[src/hdl/qcr_pkg.sv]
// Package for the quadrature counter with speed measurement.
// Holds the sequencer state type, the item kind codes and the fixed arithmetic constants.
// No dependencies.
package qcr_pkg;

	// Sequencer states of the speed datapath.
	typedef enum logic [2:0] {
		ST_IDLE,
		ST_PREP,
		ST_MUL,
		ST_DIV,
		ST_SAT,
		ST_DONE
	} qcr_state_t;

	// Item kind codes. The fourth code changes nothing.
	localparam logic [1:0] KIND_EDGE_A = 2'd0;
	localparam logic [1:0] KIND_EDGE_B = 2'd1;
	localparam logic [1:0] KIND_SPEED  = 2'd2;

	localparam int TIME_W = 32;
	localparam int CPR_W  = 16;
	localparam int DEN_W  = CPR_W + TIME_W;
	localparam int SPD_W  = 32;

	// Milliseconds per minute, consumed one bit per cycle by the scaler.
	localparam int MUL_STEPS = 16;
	localparam logic [MUL_STEPS-1:0] MS_PER_MINUTE = 16'd60000;

	localparam logic [CPR_W-1:0] CPR_RESET = 16'd1024;
	localparam logic [SPD_W-1:0] SPEED_MAX = 32'h7FFF_FFFF;
	localparam logic [SPD_W-1:0] SPEED_MIN = 32'h8000_0000;

endpackage

[src/hdl/quadrature_counter_with_rpm.sv]
// Top level of the quadrature counter with speed measurement in RPM.
// Depends on qcr_pkg; holds the edge counter, the bit-serial speed datapath
// and the output register.
//
// Usage notes
// -----------
// Input channel (in_valid / in_ready) carries one beat per event: an edge on
// channel A, an edge on channel B, or a speed request stamped with time_ms.
// Every input beat produces exactly one output beat (out_valid / out_ready)
// with the position after the event and the last computed speed.
// Edge beats pass through the DONE state: the count moves at acceptance and the result
// is loaded into the output register once that register is free, so a new edge is taken
// only after the previous result has been loaded.
// A speed request runs from acceptance to the output beat through a preparation step,
// shift-and-add steps scaling the count difference by 60000, a restoring divider that
// consumes one numerator bit per cycle, and a saturation step. A request with zero
// elapsed time (or zero resolution) skips the arithmetic and goes straight to the
// DONE state like an edge.
// The output register separates the two channels: a new beat is accepted
// while a finished result still waits for out_ready; the next result then
// waits inside the block until the output register empties.
// The user writes counts_per_rev through cfg_we / cfg_data only while the block is idle;
// the block itself does not enforce this. Reset clears the count, the speed reference,
// the last speed, and sets the resolution to 1024 counts per revolution.
module quadrature_counter_with_rpm #(
	parameter int COUNT_WIDTH = 32
) (
	input  logic                    clk,
	input  logic                    arst_n,
	input  logic                    cfg_we,
	input  logic [15:0]             cfg_data,
	input  logic                    in_valid,
	output logic                    in_ready,
	input  logic [1:0]              kind,
	input  logic                    level_a,
	input  logic                    level_b,
	input  logic [31:0]             time_ms,
	output logic                    out_valid,
	input  logic                    out_ready,
	output logic signed [31:0]      position,
	output logic signed [31:0]      speed_rpm,
	output logic                    speed_valid,
	output logic                    zero_interval
);

	// The scaled numerator is the count magnitude times a 16-bit constant.
	localparam int NW = COUNT_WIDTH + qcr_pkg::MUL_STEPS;
	localparam int SW = $clog2(NW);
	localparam int MW = $clog2(qcr_pkg::MUL_STEPS);
	localparam int DW = qcr_pkg::DEN_W;
	localparam int QW = qcr_pkg::SPD_W;

	qcr_pkg::qcr_state_t state_q, state_d;

	// Architectural state.
	logic [COUNT_WIDTH-1:0]       count_q;
	logic [COUNT_WIDTH-1:0]       count_ref_q;
	logic [qcr_pkg::TIME_W-1:0]   time_ref_q;
	logic [QW-1:0]                speed_q;
	logic [qcr_pkg::CPR_W-1:0]    cpr_q;

	// Speed datapath.
	logic [COUNT_WIDTH-1:0]       dp_q;
	logic [qcr_pkg::TIME_W-1:0]   dt_q;
	logic [COUNT_WIDTH-1:0]       mag_q;
	logic                         neg_q;
	logic [DW-1:0]                den_q;
	logic [NW-1:0]                num_q;
	logic [DW-1:0]                rem_q;
	logic [QW-1:0]                quo_q;
	logic                         ovf_q;
	logic [SW-1:0]                step_q;
	logic                         sv_q;
	logic                         zero_q;

	// Output register.
	logic                         out_valid_q;
	logic [31:0]                  position_q;
	logic [QW-1:0]                speed_rpm_q;
	logic                         speed_valid_q;
	logic                         zero_interval_q;

	logic                         in_accept;
	logic                         out_load;
	logic                         is_edge;
	logic                         dir_up;
	logic                         dt_zero;
	logic                         skip_div;
	logic [DW:0]                  trial;
	logic [DW:0]                  diff;
	logic                         trial_ge;
	logic [QW-1:0]                speed_sat;
	logic signed [COUNT_WIDTH-1:0] count_s;

	assign in_accept = in_valid & in_ready;
	assign is_edge   = (kind == qcr_pkg::KIND_EDGE_A) || (kind == qcr_pkg::KIND_EDGE_B);
	// Channel A counts up on equal levels, channel B on differing levels.
	assign dir_up    = (kind == qcr_pkg::KIND_EDGE_A) ? (level_a == level_b)
	                                                  : (level_a != level_b);
	assign dt_zero   = (time_ms == time_ref_q);
	assign skip_div  = dt_zero || (cpr_q == '0);
	assign count_s   = count_q;

	// One restoring division step: bring down the next numerator bit.
	assign trial    = {rem_q, num_q[NW-1]};
	assign diff     = trial - {1'b0, den_q};
	assign trial_ge = (trial >= {1'b0, den_q});

	// Clamp the magnitude to the signed 32-bit range and apply the sign.
	always_comb begin
		if (!neg_q) begin
			speed_sat = (ovf_q || quo_q[QW-1]) ? qcr_pkg::SPEED_MAX : quo_q;
		end else begin
			speed_sat = (ovf_q || (quo_q > qcr_pkg::SPEED_MIN)) ? qcr_pkg::SPEED_MIN
			                                                    : (~quo_q + QW'(1));
		end
	end

	// Sequencer: next state and handshake.
	always_comb begin
		state_d  = state_q;
		in_ready = 1'b0;
		out_load = 1'b0;
		unique case (state_q)
			qcr_pkg::ST_IDLE: begin
				in_ready = 1'b1;
				if (in_valid) begin
					if ((kind == qcr_pkg::KIND_SPEED) && !skip_div) begin
						state_d = qcr_pkg::ST_PREP;
					end else begin
						state_d = qcr_pkg::ST_DONE;
					end
				end
			end
			qcr_pkg::ST_PREP: begin
				state_d = qcr_pkg::ST_MUL;
			end
			qcr_pkg::ST_MUL: begin
				if (step_q == '0) begin
					state_d = qcr_pkg::ST_DIV;
				end
			end
			qcr_pkg::ST_DIV: begin
				if (step_q == '0) begin
					state_d = qcr_pkg::ST_SAT;
				end
			end
			qcr_pkg::ST_SAT: begin
				state_d = qcr_pkg::ST_DONE;
			end
			qcr_pkg::ST_DONE: begin
				if (!out_valid_q || out_ready) begin
					out_load = 1'b1;
					state_d  = qcr_pkg::ST_IDLE;
				end
			end
			default: begin
				state_d = qcr_pkg::ST_IDLE;
			end
		endcase
	end

	// Control and architectural state.
	always_ff @(posedge clk or negedge arst_n) begin
		if (!arst_n) begin
			state_q     <= qcr_pkg::ST_IDLE;
			out_valid_q <= 1'b0;
			cpr_q       <= qcr_pkg::CPR_RESET;
			count_q     <= '0;
			count_ref_q <= '0;
			time_ref_q  <= '0;
			speed_q     <= '0;
		end else begin
			state_q <= state_d;
			if (cfg_we) begin
				cpr_q <= cfg_data;
			end
			if (out_load) begin
				out_valid_q <= 1'b1;
			end else if (out_ready) begin
				out_valid_q <= 1'b0;
			end
			if (in_accept) begin
				if (is_edge) begin
					count_q <= dir_up ? count_q + COUNT_WIDTH'(1) : count_q - COUNT_WIDTH'(1);
				end
				if (kind == qcr_pkg::KIND_SPEED) begin
					count_ref_q <= count_q;
					time_ref_q  <= time_ms;
					if (skip_div) begin
						speed_q <= '0;
					end
				end
			end
			if (state_q == qcr_pkg::ST_SAT) begin
				speed_q <= speed_sat;
			end
		end
	end

	// Speed datapath registers.
	always_ff @(posedge clk) begin
		if (in_accept) begin
			sv_q   <= (kind == qcr_pkg::KIND_SPEED);
			zero_q <= (kind == qcr_pkg::KIND_SPEED) && dt_zero;
			dp_q   <= count_q - count_ref_q;
			dt_q   <= time_ms - time_ref_q;
		end
		unique case (state_q)
			qcr_pkg::ST_PREP: begin
				neg_q  <= dp_q[COUNT_WIDTH-1];
				mag_q  <= dp_q[COUNT_WIDTH-1] ? (~dp_q + COUNT_WIDTH'(1)) : dp_q;
				den_q  <= DW'(cpr_q) * DW'(dt_q);
				num_q  <= '0;
				rem_q  <= '0;
				quo_q  <= '0;
				ovf_q  <= 1'b0;
				step_q <= SW'(qcr_pkg::MUL_STEPS - 1);
			end
			qcr_pkg::ST_MUL: begin
				// Horner scaling by 60000, most significant constant bit first.
				num_q <= {num_q[NW-2:0], 1'b0}
				       + (qcr_pkg::MS_PER_MINUTE[step_q[MW-1:0]] ? NW'(mag_q) : '0);
				if (step_q == '0) begin
					step_q <= SW'(NW - 1);
				end else begin
					step_q <= step_q - SW'(1);
				end
			end
			qcr_pkg::ST_DIV: begin
				num_q  <= {num_q[NW-2:0], 1'b0};
				rem_q  <= trial_ge ? diff[DW-1:0] : trial[DW-1:0];
				quo_q  <= {quo_q[QW-2:0], trial_ge};
				// A quotient bit pushed out of the top means the speed saturates.
				ovf_q  <= ovf_q | quo_q[QW-1];
				step_q <= step_q - SW'(1);
			end
			default: begin
			end
		endcase
	end

	// Output register payload.
	always_ff @(posedge clk) begin
		if (out_load) begin
			position_q      <= 32'(count_s);
			speed_rpm_q     <= speed_q;
			speed_valid_q   <= sv_q;
			zero_interval_q <= zero_q;
		end
	end

	assign out_valid     = out_valid_q;
	assign position      = position_q;
	assign speed_rpm     = speed_rpm_q;
	assign speed_valid   = speed_valid_q;
	assign zero_interval = zero_interval_q;

endmodule

[config.mk]
export PLATFORM = sky130hd
export DESIGN_NAME = quadrature_counter_with_rpm
export DESIGN_NICKNAME = d
export VERILOG_FILES = /design/src/hdl/qcr_pkg.sv /design/src/hdl/quadrature_counter_with_rpm.sv
export SDC_FILE = /design/constraint.sdc
export NUM_CORES = 2
export LEC_CHECK = 0
export BUFFER_PORTS_ARGS = -buffer_cell sky130_fd_sc_hd__buf_2
export CORE_UTILIZATION = 35
export DETAILED_ROUTE_END_ITERATION = 12
export SYNTH_ARGS = -nofsm -noshare
export SYNTH_HDL_FRONTEND = slang
export SYNTH_SLANG_ARGS = --single-unit
[constraint.sdc]
create_clock -name clk -period 8.1 [get_ports clk]
set_input_delay 1.62 -clock clk [delete_from_list [all_inputs] [get_ports clk]]
set_output_delay 1.62 -clock clk [all_outputs]
set_load 0.1 [all_outputs]
# == Word-level counts from Yosys, hierarchy flattened ==
# Memory sizes are Yosys's and may differ from the RTL's. A register that Yosys moved wholly into a read port is not among the register bits.
# Cells that the tools add are included.
# op_classes
n_mux,31
eq_ne,14
multipliers,1
bitwise_logic,4
n_reduce_logical,23
n_lt_le_gt_ge,3
add_sub_neg,9
# op_table
operator,count
2-to-1 mux 32 bit,9
one-hot mux 48 bit (3 select lines),1
"adder 32 x 1 -> 32 bit, second input constant",3
one-hot mux 48 bit (2 select lines),1
NOT 32 bit,2
one-hot mux 32 bit (2 select lines),1
subtractor 32 bit,2
greater-or-equal comparator 49 x 48 -> 1 bit,1
adder 48 x 32 -> 48 bit,1
multiplier 16 x 32 -> 48 bit,1
2-to-1 mux 48 bit,1
subtractor 48 bit,1
equality test 32 bit,1
"> comparator 32 bit, second input constant",1
"subtractor 32 x 1 -> 32 bit, second input constant",1
2-to-1 mux 31 bit,1
one-hot mux 3 bit (6 select lines),1
one-hot mux 6 bit (3 select lines),1
logical NOT 16 bit,1
2-to-1 mux 3 bit,5
nonzero test 2 bit,5
"inequality test 2 bit, second input constant",4
2-to-1 mux 1 bit,7
"equality test 3 x 2 -> 1 bit, second input constant",2
other kinds (23),31
# totals
romBits,16
n_memories,1
out_inout_bits,68
elab_cells,110
register_bits,496
# mem_list
name,words,width,rd,rd_ports_with_merged_regs,write_ports,line_no,rtl
(name not given),16,1,1,1,0,quadrature_counter_with_rpm.sv:223,+ (qcr_pkg::MS_PER_MINUTE[step_q[MW-1:0]] ? NW'(mag_q) : '0);

# == Longest topological paths before layout ==
# depth
word_depth,7
depth_mapped,26
ltp_nobuf,24

# == Worst setup path after synthesis ==
# Ideal clock, no wire load.
# synth_timing
path_kind,register to register
from,register state_q[0]
to,"register den_q[0], enable pin"
arrival_time_ns,8.291
n_path_buf,2
path_stages_with_launch,5
setup_slack_ns,-0.720
required_ns,7.571
path_cell_list,dfrtp_1 clkbuf_1 clkbuf_1 nor2b_1 nor2b_1
# synth_via
elab_chain_len,1
# synth_rtl
item,line_no,rtl
from (decl),quadrature_counter_with_rpm.sv:53,"qcr_pkg::qcr_state_t state_q, state_d;"
from (signal assigned),quadrature_counter_with_rpm.sv:166,state_q <= qcr_pkg::ST_IDLE;
from (signal assigned),quadrature_counter_with_rpm.sv:174,state_q <= state_d;
equality test 3 x 1 -> 1 bit,quadrature_counter_with_rpm.sv:209,unique case (state_q)
to (signal assigned),quadrature_counter_with_rpm.sv:213,den_q <= DW'(cpr_q) * DW'(dt_q);
to (decl),quadrature_counter_with_rpm.sv:67,logic [DW-1:0] den_q;
# Every way passes these cells.
# A chain may end at the register's enable or synchronous reset.

# == Worst setup path in the final report ==
# layout_timing
from,register cpr_q[2] (netlist name)
to,"register den_q[42], data pin"
# layout_via
elab_chain_len,1
# layout_rtl
item,line_no,rtl
from (decl),quadrature_counter_with_rpm.sv:60,logic [qcr_pkg::CPR_W-1:0] cpr_q;
from (signal assigned),quadrature_counter_with_rpm.sv:168,cpr_q <= qcr_pkg::CPR_RESET;
from (signal assigned),quadrature_counter_with_rpm.sv:176,cpr_q <= cfg_data;
multiplier 16 x 32 -> 48 bit,quadrature_counter_with_rpm.sv:213,
# Every way passes these cells.

==> impl_metrics.py <==
metrics = {
    "sta": {
        "setup_tns_ns": 0,
        "setup_violations": 0,
        "finClkSkew_ns": 0.0285,
        "period_minus_slack_ns": 7.46,
        "drv_slew": 0,
        "period_share_pct": 92.1,
        "grt_setup_unrepaired": "false",
        "hold_violations": 0,
        "timing.slew.headroom_pct": 20.0,
        "fmax_ghz": 0.134,
        "worstMarginPinSlew_ns": 1.20,
        "hold_ws_ns": 0.450,
    },
    "run": {
        "drv_cap": 0,
    },
    "route": {
        "dr.pass1.iters": 7,
        "totalWireLength_mm": 111,
        "drt_iter0_drc": 2246,
        "dr_total_vias": 32700,
        "via_per_inst": 5.11,
        "final_antenna_net_count": 0,
        "drc": 0,
        "wl_per_cell_um": 17.3,
    },
    "floorplan": {
        "core_area_um2": 127000,
        "initial_core_util_pct": 35.3,
        "dieArea_um2": 130000,
        "die_x_um": 360,
        "io_pins": 125,
        "rows": 131,
        "die_h_um": 360,
    },
    "layout": {
        "utilization_pct": 38.8,
        "drive_gt1_share_pct": 8.18,
        "most-common-layout-cells": "inv_1 (646), nand2_1 (539), fa_1 (423)",
        "fin_nets": 5457,
        "fillers": 12500,
        "ff_latch_area_um2": 14200,
        "area_delta_synth_final_pct": 10.2,
        "multiInputGateArea_um2": 27700,
        "final_common_cell": "inv_1",
    },
    "yosys": {
        "synth_xor_area_share_pct": 4.49,
        "synthSimpleGateAreaFrac_pct": 15.0,
        "seq_area_frac_synth_pct": 31.6,
        "synth-async-reset-ratio_pct": 29.8,
        "synth_edf_count": 348,
        "syn-num-nets": 5415,
        "yosysWarningCount": 0,
        "synthFlopType": "edfxtp_1",
        "synth_compound_area_share_pct": 11.9,
        "synth_top_family_by_area": "adder cells",
        "netlist.area_leader.share_pct": 23.3,
        "synth_cells": 4639,
        "ys_ff_latch": 497,
        "synthTopCellsByArea": "edfxtp_1 (23%), fa_1 (19%), ha_1 (8.2%)",
        "synthAdderAreaFrac_pct": 27.1,
        "yosysUniqueCellTypes": 81,
        "syn-cell-area_um2": 44900,
        "yosysTopAreaCell": "edfxtp_1",
        "muxShareOfSynthArea_pct": 2.96,
        "avgSynthCellArea_um2": 9.68,
    },
    "clocking": {
        "clkLatencyLatePin_ns": 0.67,
        "path_clk_slew_ns": 0.07,
        "cts_resized": 0,
        "root_buffer": "clkbuf_16",
        "numClockSinks": 497,
        "cts_buffers": 60,
        "cts_buffer_depth": 3,
        "cts.htree.levels": 2,
        "post_cts_buffers": 0,
        "postCtsHoldBufs": 0,
        "cts_tree": "done",
    },
    "placed_design": {
        "portBuffers": 124,
        "gp_congestion": 0.866,
        "post-dp-hpwl_mm": 83.8,
    },
    "setup_path": {
        "critPathKind": "reg2reg",
        "crit_required_ns": 8.51,
        "crit_fanout": 19,
        "end_kind": "register",
        "startpoint_type": "register",
        "crit_arrival_ns": 7.87,
        "rr_worst_depth": 22,
    },
    "hold_path": {
        "holdPathStages": 0,
        "hold_path_class": "reg2reg",
    },
    "global_route": {
        "grt_pass1_wl_mm": 179,
        "grt_pass1_vias": 32900,
        "gr-total-overflow": 0,
        "antenna_found_initial": 21,
        "grtUsageTotal_pct": 17.2,
        "grt_max_degree": 82,
    },
    "outcome": {
        "status": "finished, final reports clean",
    },
}
-- layout make-up --
class / count / share of cell area (%)
Antenna cell: 3 / 0.0152
Clock buffer: 80 / 3.45
Clock inverter: 33 / 0.963
Inverter: 647 / 4.91
Multi-Input combinational cell: 3309 / 55.9
Sequential cell: 497 / 28.7
Tap cell: 1662 / 4.20
Timing Repair Buffer: 166 / 1.90
-- layer usage --
| layer | vias up | track usage [%] | share of wire, % |
|---|---|---|---|
| met1 | 16100 | 23.9 | 46 |
| li1 | 15600 | - | - |
| met3 | 173 | 3.78 | 6.6 |
| met2 | 746 | 26.8 | 44 |
| met4 | 32 | 4.79 | 2.5 |
| met5 | - | 0 | 0.18 |
-- cells by family (layout without fill, tap and decap cells) --
logic type	count (synthesis)	count (layout)
xor gates and xnor gates	230	230
other	0	3
buffers and inverters	833	926
AOI/OAI and AO/OA	849	849
muxes	123	123
DFF	497	497
and+or+nand+nor	1388	1388
adders and majority gates	719	719
-- final timing paths --
path,start,endpoint,slack [ns]
min in group asynchronous,arst_n,speed_q[24],1.02
min,speed_q[5],speed_rpm[5],0.45
max in group asynchronous,arst_n,state_q[0],5.58
max reg2reg,cpr_q[2],den_q[42],0.64
max,cpr_q[2],den_q[42],0.64
min reg2reg,speed_q[5],speed_rpm[5],0.45
-- cell usage after synthesis (all sizes together) (14+ instances only) --
master	count
a21o	126
nor3	52
fa	423
o21bai	25
nor4	20
nor2b	34
a211oi	40
inv	647
nand4	35
xnor2	165
o21ai	209
dfrtp	147
xor2	65
nand2	541
and2	256
nand2b	30
o22ai	22
mux2	79
a21oi	237
o21a	28
mux2i	44
a31oi	41
ha	296
or4	14
and3	56
nand3	63
o31ai	23
edfxtp	348
buf	24
clkbuf	162
nor2	225
or3	23
-- flip-flops by register name (all words and copies together) (netlist names), 32 cells and up, named ones only --
signal       count
num_q           48
time_ref_q      32
quo_q           32
dp_q            32
count_q         32
count_ref_q     32
dt_q            32
mag_q           32
position        32
den_q           48
speed_rpm       32
rem_q           48
speed_q         32
-- worst max-delay path, cell delays in order, from the launching register on --
cell	delay [ns]
dfrtp_1	0.81
buf_4	0.38
nand2_1	0.11
fa_1	0.57
fa_1	0.43
fa_1	0.51
inv_1	0.05
fa_1	0.46
fa_1	0.57
inv_1	0.06
fa_1	0.53
inv_1	0.05
ha_1	0.35
a21oi_1	0.22
o21ai_0	0.18
a221oi_1	0.40
a2111oi_0	0.18
buf_4	0.18
nor4_1	0.27
nor2_1	0.15
a221o_1	0.41
a31oi_1	0.23
xnor2_1	0.08
-- metrics by stage --
step                      setup WS [ns]  cell area (um^2)  instances
after global routing              0.273             49500       6395
final                             0.639             49500       6397
after floorplan                   0.523             44900       4639
after detailed placement          0.766             47300       6281
after global placement            0.904             47300       6281
after CTS                         0.688             49500       6394
Power is not shown: default switching activity piles up to over one toggle a cycle in this logic, so the estimate is an artifact.
